## config.mk

```make
export PLATFORM = sky130hd
export DESIGN_NAME = chd_outbuf
export DESIGN_NICKNAME = d
export VERILOG_FILES = /design/src/rtl/core/chd_pkg.sv /design/src/rtl/core/chd_outbuf.sv
export SDC_FILE = /design/constraint.sdc
export NUM_CORES = 1
export LEC_CHECK = 0
export CORE_UTILIZATION = 55
export DETAILED_ROUTE_END_ITERATION = 16
export DONT_BUFFER_PORTS = 1
export PLACE_DENSITY_LB_ADDON = 0.15
export RECOVER_POWER = 50
export SLEW_MARGIN = 25
export SYNTH_ARGS = -nofsm -noshare
export SYNTH_HDL_FRONTEND = slang
export SYNTH_SLANG_ARGS = --single-unit
```

## constraint.sdc

```tcl
create_clock -name clk -period 2.8 [get_ports clk]
set_clock_uncertainty 0.1 [all_clocks]
set_input_delay 0.14 -clock clk [delete_from_list [all_inputs] [get_ports clk]]
set_output_delay 0.14 -clock clk [all_outputs]
set_load 0.1 [all_outputs]
```

## src/rtl/core/chd_pkg.sv

```systemverilog
package chd_pkg;

  // field widths of the stream payloads
  localparam int CENSUS_W  = 48;
  localparam int COST_W    = 6;
  localparam int DISP_W    = 13;
  localparam int COL_W     = 12;
  localparam int ROWLEN_W  = 13;
  localparam int FIRSTD_W  = 12;
  localparam int OUT_W     = 32;
  // wide enough for any row length and any disparity compared against a column
  localparam int LEN_W     = 14;

  // configuration register indexes
  localparam int CFG_IDX_W = 1;
  localparam logic [CFG_IDX_W-1:0] REG_ROW_LENGTH = 1'd0;
  localparam logic [CFG_IDX_W-1:0] REG_FIRST_DISP = 1'd1;

  localparam logic [ROWLEN_W-1:0] ROW_LENGTH_RST = 13'd3840;
  localparam logic [FIRSTD_W-1:0] FIRST_DISP_RST = 12'd0;
  localparam logic [COST_W-1:0]   COST_OFF_EDGE  = 6'd48;

  // set bits per nibble
  localparam logic [2:0] NIB_BITS [16] = '{
    3'd0, 3'd1, 3'd1, 3'd2, 3'd1, 3'd2, 3'd2, 3'd3,
    3'd1, 3'd2, 3'd2, 3'd3, 3'd2, 3'd3, 3'd3, 3'd4
  };

  typedef enum logic {
    ST_TAKE,
    ST_EMIT
  } seq_state_t;

  typedef struct packed {
    logic [COL_W-1:0]  pixel_column;
    logic [DISP_W-1:0] disparity;
    logic [COST_W-1:0] match_cost;
    logic              last_of_pixel;
  } result_t;

  // popcount of a census word as a shallow adder tree
  function automatic logic [COST_W-1:0] popcount48(input logic [CENSUS_W-1:0] v);
    logic [3:0] pair [6];
    logic [4:0] half0;
    logic [4:0] half1;
    for (int i = 0; i < 6; i++) begin
      pair[i] = 4'(NIB_BITS[v[8*i +: 4]]) + 4'(NIB_BITS[v[8*i+4 +: 4]]);
    end
    half0 = 5'(pair[0]) + 5'(pair[1]) + 5'(pair[2]);
    half1 = 5'(pair[3]) + 5'(pair[4]) + 5'(pair[5]);
    return COST_W'(half0) + COST_W'(half1);
  endfunction

endpackage

```

## src/rtl/core/chd_outbuf.sv

```systemverilog
module chd_outbuf (
  input  logic             clk,
  input  logic             rst,
  input  logic             push,
  input  chd_pkg::result_t push_data,
  output logic             out_valid,
  input  logic             out_ready,
  output chd_pkg::result_t out_data,
  output logic [1:0]       count
);
  import chd_pkg::*;

  result_t slot [2];
  logic    wr_ptr;
  logic    rd_ptr;
  logic    pop;

  assign out_valid = (count != 2'd0);
  assign pop       = out_valid && out_ready;
  assign out_data  = slot[rd_ptr];

  // pointers and fill level
  always_ff @(posedge clk) begin
    if (rst) begin
      wr_ptr <= 1'b0;
      rd_ptr <= 1'b0;
      count  <= 2'd0;
    end else begin
      if (push) begin
        wr_ptr <= ~wr_ptr;
      end
      if (pop) begin
        rd_ptr <= ~rd_ptr;
      end
      count <= count + {1'b0, push} - {1'b0, pop};
    end
  end

  // result slots
  always_ff @(posedge clk) begin
    if (push) begin
      slot[wr_ptr] <= push_data;
    end
  end

endmodule

```

==> out/qor.txt, run 1 <==
Register area share after synthesis = 0.746
Number of buffers and inverters on the critical path = 1
Final Hold Viols = 0
Router iterations before antenna repair = 4
Die width = 72.2 um
Pin count of the biggest net entering global routing = 33
Worst Setup Start Kind = register
Critical Path, Cell by Cell = and2_0 -> clkbuf_1
Via total after detailed routing = 1,203
Final Cycle Share = 0.653
Maxcap violations = 0
Max Fclk = 0.547 GHz
Syn_area_per_cell = 22.2 um2
Global-route wire length before repair = 6020 um
Yosys cell types = 15
Gr usage total = 0.167
Relative slew slack = 0.315
Area delta synth->final = 20.9%
Hold_sp = rst
Die Ht = 72.2 um
# setup viols final = 0
Power per cell area = 1020 nW/um2
Die area = 5210 um2
Routing usage on met2 = 0.300
Initial antenna violation count = 0
Most frequent cells in the layout = edfxtp_1 (64), dlygate4sd3_1 (35), mux2_4 (32), clkbuf_8 (9)
RR Startpoint = wr_ptr
Vias per cell = 4.97
Multi-input gate area = 617 um2
ANT cells = 0
ANT nets after route = 0
Site Rows = 25
Syn. warnings = 0
Setup crit start = wr_ptr
Drt wl/cell = 16.9 um
#FFs+latches synth = 69
I/O Buffers = 0
Critical path's top delay family = buffers and inverters
CP peak stage delay = 0.77 ns
Clock Tree Buf Depth = 2
Starting Density = 0.574
GP Congestion = 0.620
Crit Path Class = register to register
Status = completed
Setup TNS = 0 ns
Synthesized net count = 160
Nets@finish = 208
Starting DRT DRC Count = 38
Post-Synthesis Cell Area = 2710 um2
LEAKAGE = 1.19 nW
Residual DRC count = 0
CP max-delay cell = clkbuf_1
Worst vdd rail ir drop = 0.863 mV
CTS tree = done
CP Data Required Time = 2.65 ns
Slew at the pin closest to its max-slew limit = 1.03 ns
Setup crit end kind = register
GRT overflow = 0
CTS buffer count = 9
Mapped Cells = 122
# IOs = 71
Final Critical Period = 1.83 ns
Post-DP Area = 2780 um2
Register area = 2020 um2
Max-slew violation count = 0
Worst Hold Class = primary input to register
Core footprint = 4720 um2
Clk pin slew, worst setup/hold paths = 0.06 ns
CTS root buf = clkbuf_8
Fraction of layout cells with a size suffix above 1 = 0.303
Unrepaired setup endpoints after global routing = false
Htree depth = 3
# fillers = 308
Final Cell Area = 3280 um2
Top Usage Layer GRT = met2
Clk_lat worst skew = 0.33 ns
Crit path arrival time = 1.68 ns
GR Util met3 = 0.0583
GR met1 Demand/Resource = 0.160
HPWL Detailed = 2550 um
WL final = 4080 um
Vias in the first global route = 1,299
Critical Path Fanout Max = 18
Commonest non-fill, non-tap cell in the layout = edfxtp_1
# clock sinks = 69
routing by layer:
| layer | routed length, um | up-vias | part of all wire |
|---|---|---|---|
| li1 | - | 564 | - |
| met1 | 1500 | 582 | 0.37 |
| met2 | 2210 | 46 | 0.54 |
| met3 | 264 | 11 | 0.065 |
| met4 | 101 | 0 | 0.025 |
| met5 | 0 | - | 0 |
cells in the mapped netlist:
cell type,instances,area share
nor2b_1,3,0.0069
and2_1,1,0.0023
xnor3_1,1,0.0083
mux2_4,32,0.18
or2_2,1,0.0023
ha_1,2,0.0092
xnor2_1,1,0.0032
inv_1,2,0.0028
mux2_2,2,0.0083
buf_6,1,0.0042
nor2_1,3,0.0042
buf_12,3,0.022
edfxtp_1,64,0.71
dfxtp_1,5,0.037
o21a_1,1,0.0028
kinds of logic (layout without fill, tap and decap cells):
family                     after synthesis  count (layout)  share of synthesized area
adders and majority gates                2               2                    0.00923
buffers and inverters                    6              59                     0.0291
xor gates and xnor gates                 2               2                     0.0115
and+or+nand+nor                          8               8                     0.0157
muxes                                   34              34                      0.186
AOI/OAI and AO/OA                        1               1                    0.00277
DFF                                     69              69                      0.746
sequential cells by signal, summed over array words and instances, names as in the netlist, named ones only:
register / count
count: 2
rd_ptr: 1
slot: 64
wr_ptr: 1
stage by stage:
stage	instances	utilization	power, W	setup WS [ns]	hold WS [ns]
6_report	242	0.694	0.00334	0.972	0.0286
5_1_grt	242	0.694	0.00345	0.879	0.0265
4_1_cts	242	0.695	0.00337	0.948	0.0199
3_5_place_dp	191	0.588	0.00269	1.01	0.115
3_3_place_gp	191	0.588	0.00267	1.11	0.113
2_1_floorplan	122	-	0.00265	0.508	0.112
layout make-up:
cell class,instances,share of cell area
Clock buffer,9,0.0378
Clock inverter,7,0.00993
Inverter,2,0.00229
Multi-Input combinational cell,47,0.188
Sequential cell,69,0.618
Tap cell,67,0.0256
Timing Repair Buffer,41,0.118
final timing paths:
check | endpoint | slack, ns | cells after the start
min reg2reg | rd_ptr | 0.55 | 2
min | rd_ptr | 0.03 | 2
max reg2reg | slot[1][23] | 0.97 | 2
max | slot[1][23] | 0.97 | 2
power by group:
group | switching, W | total [W] | internal (W)
registers | 0.0000364 | 0.00125 | 0.00122
clock network | 0.000333 | 0.000638 | 0.000305
logic | 0.00112 | 0.00145 | 0.000330
total | 0.00149 | 0.00334 | 0.00185
what timing repair did:
| item | 4_1_cts | 5_1_grt |
|---|---|---|
| hold buffers | 35 | 0 |
| setup buffers | 0 | 0 |
| setup endpoints to repair | 0 | 0 |
| gates resized for setup | 0 | 0 |
| hold endpoints to repair | 67 | 0 |
Note: power is estimated with default switching activity, not from simulation.
==> run 2: changes to the inputs <==
clock period = 1.8 ns   (was 2.8 ns; I/O delays follow)
==> out/qor.txt, run 2 (synthesis results as in run 1) <==
Status = completed (unchanged)
Final core occ = 0.701 (was 0.694)
Fraction of layout cells with a size suffix above 1 = 0.330 (was 0.303)
Number of buffers and inverters on the critical path = 1 (unchanged)
Relative slew slack = 0.445 (was 0.315)
GP Congestion = 0.656 (was 0.620)
Gr usage total = 0.169 (was 0.167)
ANT cells = 0 (unchanged)
Die width = 72.2 um (unchanged)
# hold bufs at CTS = 34 (was 35)
Final Hold Viols = 0 (unchanged)
Site Rows = 25 (unchanged)
Sw Ratio = 0.436 (was 0.445)
CP Data Required Time = 1.61 ns (was 2.65 ns)
Vias per cell = 5.02 (was 4.97)
Post-DP Area = 2830 um2 (was 2780 um2)
Power per cell area = 1580 nW/um2 (was 1020 nW/um2)
Global-route wire length before repair = 6050 um (was 6020 um)
Most frequent cells in the layout = edfxtp_1 (64), dlygate4sd3_1 (34), mux2_4 (32), clkbuf_8 (9) (was edfxtp_1 (64), dlygate4sd3_1 (35), mux2_4 (32), clkbuf_8 (9))
Commonest non-fill, non-tap cell in the layout = edfxtp_1 (unchanged)
Starting DRT DRC Count = 54 (was 38)
Htree depth = 3 (unchanged)
Worst Hold Class = primary input to register (unchanged)
Final Critical Period = 1.70 ns
Final Cell Area = 3310 um2 (was 3280 um2)
Combinational power share = 0.435 (was 0.434)
Clk_lat worst skew = 0.32 ns (was 0.33 ns)
Top reg by flops = slot (unchanged)
Unrepaired setup endpoints after global routing = false (unchanged)
Worst vdd rail ir drop = 1.63 mV (was 0.863 mV)
Maxcap violations = 0 (unchanged)
Area delta synth->final = 22.1% (was 20.9%)
Net Sw Power = 0.00229 W (was 0.00149 W)
# setup viols final = 0 (unchanged)
Top Registers = slot: 64 flops, count: 2 flops (unchanged)
Critical Path, Cell by Cell = buf_12 -> mux2_4 (was and2_0 -> clkbuf_1)
Final Cycle Share = 0.946
Die Ht = 72.2 um (unchanged)
Setup TNS = 0 ns (unchanged)
Core footprint = 4720 um2 (unchanged)
CTS root buf = clkbuf_8 (unchanged)
Die area = 5210 um2 (unchanged)
Max-slew violation count = 0 (unchanged)
WL final = 3970 um (was 4080 um)
Vias in the first global route = 1,275 (was 1,299)
# clock sinks = 69 (unchanged)
CTS buffer count = 9 (unchanged)
HPWL Detailed = 2400 um (was 2550 um)
Initial antenna violation count = 0 (unchanged)
Starting Density = 0.574 (unchanged)
ANT nets after route = 0 (unchanged)
Number of flip-flops under the largest register name = 64 (unchanged)
Clock Tree Buf Depth = 2 (unchanged)
CP peak stage delay = 0.52 ns (was 0.77 ns)
Worst Setup Start Kind = register (unchanged)
Postcts setup bufs = 0 (unchanged)
# IOs = 71 (unchanged)
Setup crit end kind = primary output (was register)
Pin count of the biggest net entering global routing = 33 (unchanged)
Crit path arrival time = 1.51 ns (was 1.68 ns)
Total chip power = 0.00524 W (was 0.00334 W)
Router iterations before antenna repair = 4 (unchanged)
Clock share of power = 0.188 (was 0.191)
Crit Path Class = register to primary output (was register to register)
CTS tree = done (unchanged)
Max Fclk = 0.588 GHz
Drt wl/cell = 16.3 um (was 16.9 um)
I/O Buffers = 0 (unchanged)
CP max-delay cell = dfxtp_2 (was clkbuf_1)
Slew at the pin closest to its max-slew limit = 0.832 ns (was 1.03 ns)
Clk pin slew, worst setup/hold paths = 0.06 ns (about the same)
Residual DRC count = 0 (unchanged)
Critical path's top delay family = flip-flops (was buffers and inverters)
Post_cts resized = 0 (unchanged)
Nets@finish = 209 (was 208)
Critical Path Fanout Max = 13 (was 18)
Via total after detailed routing = 1,220 (was 1,203)
Register share of total power = 0.378 (was 0.375)
GRT overflow = 0 (unchanged)
Internal = 0.00295 W (was 0.00185 W)
LEAKAGE = 1.21 nW (was 1.19 nW)
[run 2: cell types whose count changed in the layout (fill, tap and decap cells not counted), moves of 2 or more]
cell / previous run / this run
dfxtp_2: 1 / 3
dfxtp_1: 4 / 2
clkinv_1: 4 / 0
clkbuf_1: 2 / 5
buf_12: 0 / 2
[run 2: power by group through the flow]
| stage | combinational (W) | sequential [W] | clock (W) |
|---|---|---|---|
| 3_5_place_dp | 0.00223 | 0.00201 | 0 |
| 3_3_place_gp | 0.00221 | 0.00200 | 0 |
| 4_1_cts | 0.00230 | 0.00198 | 0.00102 |
| 5_1_grt | 0.00234 | 0.00199 | 0.00109 |
| 2_1_floorplan | 0.00199 | 0.00213 | 0 |
| 6_report | 0.00228 | 0.00198 | 0.000985 |
[run 2: worst min-delay path: cells and delay by family]
kind | cells | cell delay, ns
compound gates | 1 | 0.12
mux | 1 | 0.14
buf+inv | 1 | 0.13
[run 2: path summary, 6_finish.rpt]
check	cells past startpoint	end	start	slack, ns
worst max register to register	2	slot[0][2]	wr_ptr	0.22
worst min register to register	2	wr_ptr	wr_ptr	0.50
worst max-delay path	2	out_data[25]	register	0.1
worst min-delay path	3	register	out_ready	0.08
[run 2: metal layers]
layer / global-route usage / up-vias / part of all wire
met3: 0.0597 / 8 / 0.060
met2: 0.289 / 50 / 0.56
met5: 0 / - / 0
met4: 0.118 / 0 / 0.022
met1: 0.172 / 596 / 0.36
li1: - / 566 / -
[run 2: through the flow]
| step | worst slack [ns] | hold WS (ns) | instances |
|---|---|---|---|
| 6_report | 0.0979 | 0.0791 | 243 |
| 5_1_grt | 0.0234 | 0.0742 | 243 |
| 4_1_cts | 0.0628 | 0.0706 | 243 |
| 3_5_place_dp | 0.328 | 0.0566 | 193 |
| 3_3_place_gp | 0.409 | 0.0562 | 193 |
| 2_1_floorplan | 0.0119 | 0.0542 | 122 |
[run 2: final cells by class]
| cell class | count | area, um2 |
|---|---|---|
| flip-flops and latches | 69 | 2030 |
| fillers | 307 | 1410 |
| repair buffers | 42 | 423 |
| clock inverters | 2 | 10.0 |
| inverters | 2 | 7.51 |
| well taps | 67 | 83.8 |
| clock buffers | 14 | 143 |
| multi-input cells | 47 | 617 |
==> run 3: changes to the inputs <==
CELL_PAD_IN_SITES_DETAIL_PLACEMENT = 1   (was unset)
CELL_PAD_IN_SITES_GLOBAL_PLACEMENT = 2   (was unset)
CORE_UTILIZATION = 45   (was 55)
CTS_CLUSTER_SIZE = 8   (was unset)
==> out/qor.txt, run 3 (synthesis results as in run 1) <==
Reg2Reg Setup Slack = 0.23 ns (was 0.22 ns)
CP Data Required Time = 1.61 ns (about the same)
Most frequent cells in the layout = edfxtp_1 (64), dlygate4sd3_1 (34), mux2_4 (31), clkbuf_8 (12), buf_4 (6) (was edfxtp_1 (64), dlygate4sd3_1 (34), mux2_4 (32), clkbuf_8 (9))
Clk_lat worst skew = 0.32 ns (about the same)
Die width = 79.6 um (was 72.2 um)
Max-slew violation count = 0 (unchanged)
I/O Buffers = 0 (unchanged)
Status = completed (unchanged)
# hold bufs at CTS = 34 (unchanged)
CP peak stage delay = 0.59 ns (was 0.52 ns)
Hold path depth = 2 (was 3)
RR Startpoint = wr_ptr (unchanged)
Commonest non-fill, non-tap cell in the layout = edfxtp_1 (unchanged)
Final Critical Period = 1.71 ns (was 1.70 ns)
Slew at the pin closest to its max-slew limit = 0.828 ns (was 0.832 ns)
Die Ht = 79.6 um (was 72.2 um)
Met2 Routed Length = 2240 um (was 2220 um)
Maxcap violations = 0 (unchanged)
# IOs = 71 (unchanged)
Nets@finish = 209 (unchanged)
Final Hold Viols = 0 (unchanged)
Clock Tree Buf Depth = 2 (unchanged)
Setup TNS = 0 ns (unchanged)
Drt wl/cell = 16.7 um (was 16.3 um)
Hold_sp = out_ready (unchanged)
Relative slew slack = 0.448 (was 0.445)
Final Cycle Share = 0.950 (was 0.946)
Max Used Layer = met4 (unchanged)
Critical Path, Cell by Cell = buf_4 -> mux2_2 (was buf_12 -> mux2_4)
Worst Setup Start Kind = register (unchanged)
Setup WS pre-CTS = 0.297 ns (was 0.328 ns)
CTS root buf = clkbuf_8 (unchanged)
Site Rows = 27 (was 25)
Power per cell area = 1600 nW/um2 (was 1580 nW/um2)
Initial antenna violation count = 0 (unchanged)
Gr usage total = 0.148 (was 0.169)
Area delta synth->final = 22.2% (was 22.1%)
Vias in the first global route = 1,335 (was 1,275)
Max Fclk = 0.585 GHz (was 0.588 GHz)
Final setup margin = 0.0906 ns (was 0.0979 ns)
Final Cell Area = 3310 um2 (about the same)
Worst vdd rail ir drop = 1.06 mV (was 1.63 mV)
GP Congestion = 0.631 (was 0.656)
Htree depth = 3 (unchanged)
# clock sinks = 69 (unchanged)
Crit path arrival time = 1.52 ns (was 1.51 ns)
Hold EP = rd_ptr
GRT overflow = 0 (unchanged)
Router iterations before antenna repair = 4 (unchanged)
Vias per cell = 4.88 (was 5.02)
Unrepaired setup endpoints after global routing = false (unchanged)
Number of flip-flops under the largest register name = 64 (unchanged)
Critical Path Fanout Max = 13 (unchanged)
Post-DP Area = 2800 um2 (was 2830 um2)
ANT nets after route = 0 (unchanged)
WL final = 4150 um (was 3970 um)
Die area = 6340 um2 (was 5210 um2)
Core footprint = 5640 um2 (was 4720 um2)
CTS buffer count = 9 (unchanged)
Critical path's top delay family = multiplexers (was flip-flops)
CP max-delay cell = mux2_2 (was dfxtp_2)
CTS tree = done (unchanged)
LEAKAGE = 1.22 nW (was 1.21 nW)
Global-route wire length before repair = 6590 um (was 6050 um)
# setup viols final = 0 (unchanged)
Routed wl met3 = 335 um (was 238 um)
Top reg by flops = slot (unchanged)
Number of buffers and inverters on the critical path = 1 (unchanged)
Residual DRC count = 0 (unchanged)
Wl on met1 = 1530 um (was 1430 um)
Worst reg2reg path depth = 2 (unchanged)
Clk pin slew, worst setup/hold paths = 0.06 ns (about the same)
Post_cts resized = 0 (unchanged)
Worst Hold Class = primary input to register (unchanged)
Via total after detailed routing = 1,210 (was 1,220)
Pin count of the biggest net entering global routing = 19 (was 33)
Fraction of layout cells with a size suffix above 1 = 0.324 (was 0.330)
Top Registers = slot: 64 flops, count: 2 flops (unchanged)
ANT cells = 0 (unchanged)
Crit Path Class = register to primary output (unchanged)
HPWL Detailed = 2680 um (was 2400 um)
Postcts setup bufs = 0 (unchanged)
Setup crit end kind = primary output (unchanged)
Starting Density = 0.480 (was 0.574)
Worst reg2reg endpoint = slot[0][19] (was slot[0][2])
Starting DRT DRC Count = 60 (was 54)
run 3: cell count changes in the layout (fill, tap and decap cells not counted), sizes merged:
| cell | previous run | this run |
|---|---|---|
| buf | 7 | 6 |
| clkbuf | 15 | 17 |
| clkinv | 2 | 1 |
run 3: area by class of cell:
cell class | count | area (um2)
well taps | 72 | 90.1
multi-input cells | 47 | 613
flip-flops and latches | 69 | 2020
fillers | 513 | 2330
clock inverters | 1 | 5.00
inverters | 2 | 7.51
repair buffers | 42 | 394
clock buffers | 15 | 176
run 3: where the power goes:
part           switching [W]  internal, W
sequential         0.0000488      0.00190
combinational        0.00175     0.000510
clock               0.000485     0.000613
total                0.00228      0.00302
run 3: worst max-delay path by stage:
stage | endpoint | slack (ns) | cells after the start
after floorplan | count[1] | 0.01 | 6
after global placement | count[1] | 0.35 | 6
after detailed placement | count[1] | 0.30 | 6
after CTS | out_data[31] | 0.05 | 2
after global routing | out_data[31] | 0.01 | 2
final | out_data[31] | 0.09 | 2
run 3: metrics by stage:
step | total power (W) | hold slack [ns] | instances | util
3_5_place_dp | 0.00419 | 0.0603 | 198 | 0.496
6_report | 0.00530 | 0.0362 | 248 | 0.587
3_3_place_gp | 0.00417 | 0.0566 | 198 | 0.496
2_1_floorplan | 0.00412 | 0.0542 | 122 | -
5_1_grt | 0.00550 | 0.0255 | 248 | 0.587
4_1_cts | 0.00537 | 0.0203 | 248 | 0.589
run 3: metal layers:
metal	GRT usage	up-vias
met5	0	-
met4	0.0764	0
met3	0.0617	4
met2	0.260	50
met1	0.147	591
li1	-	565
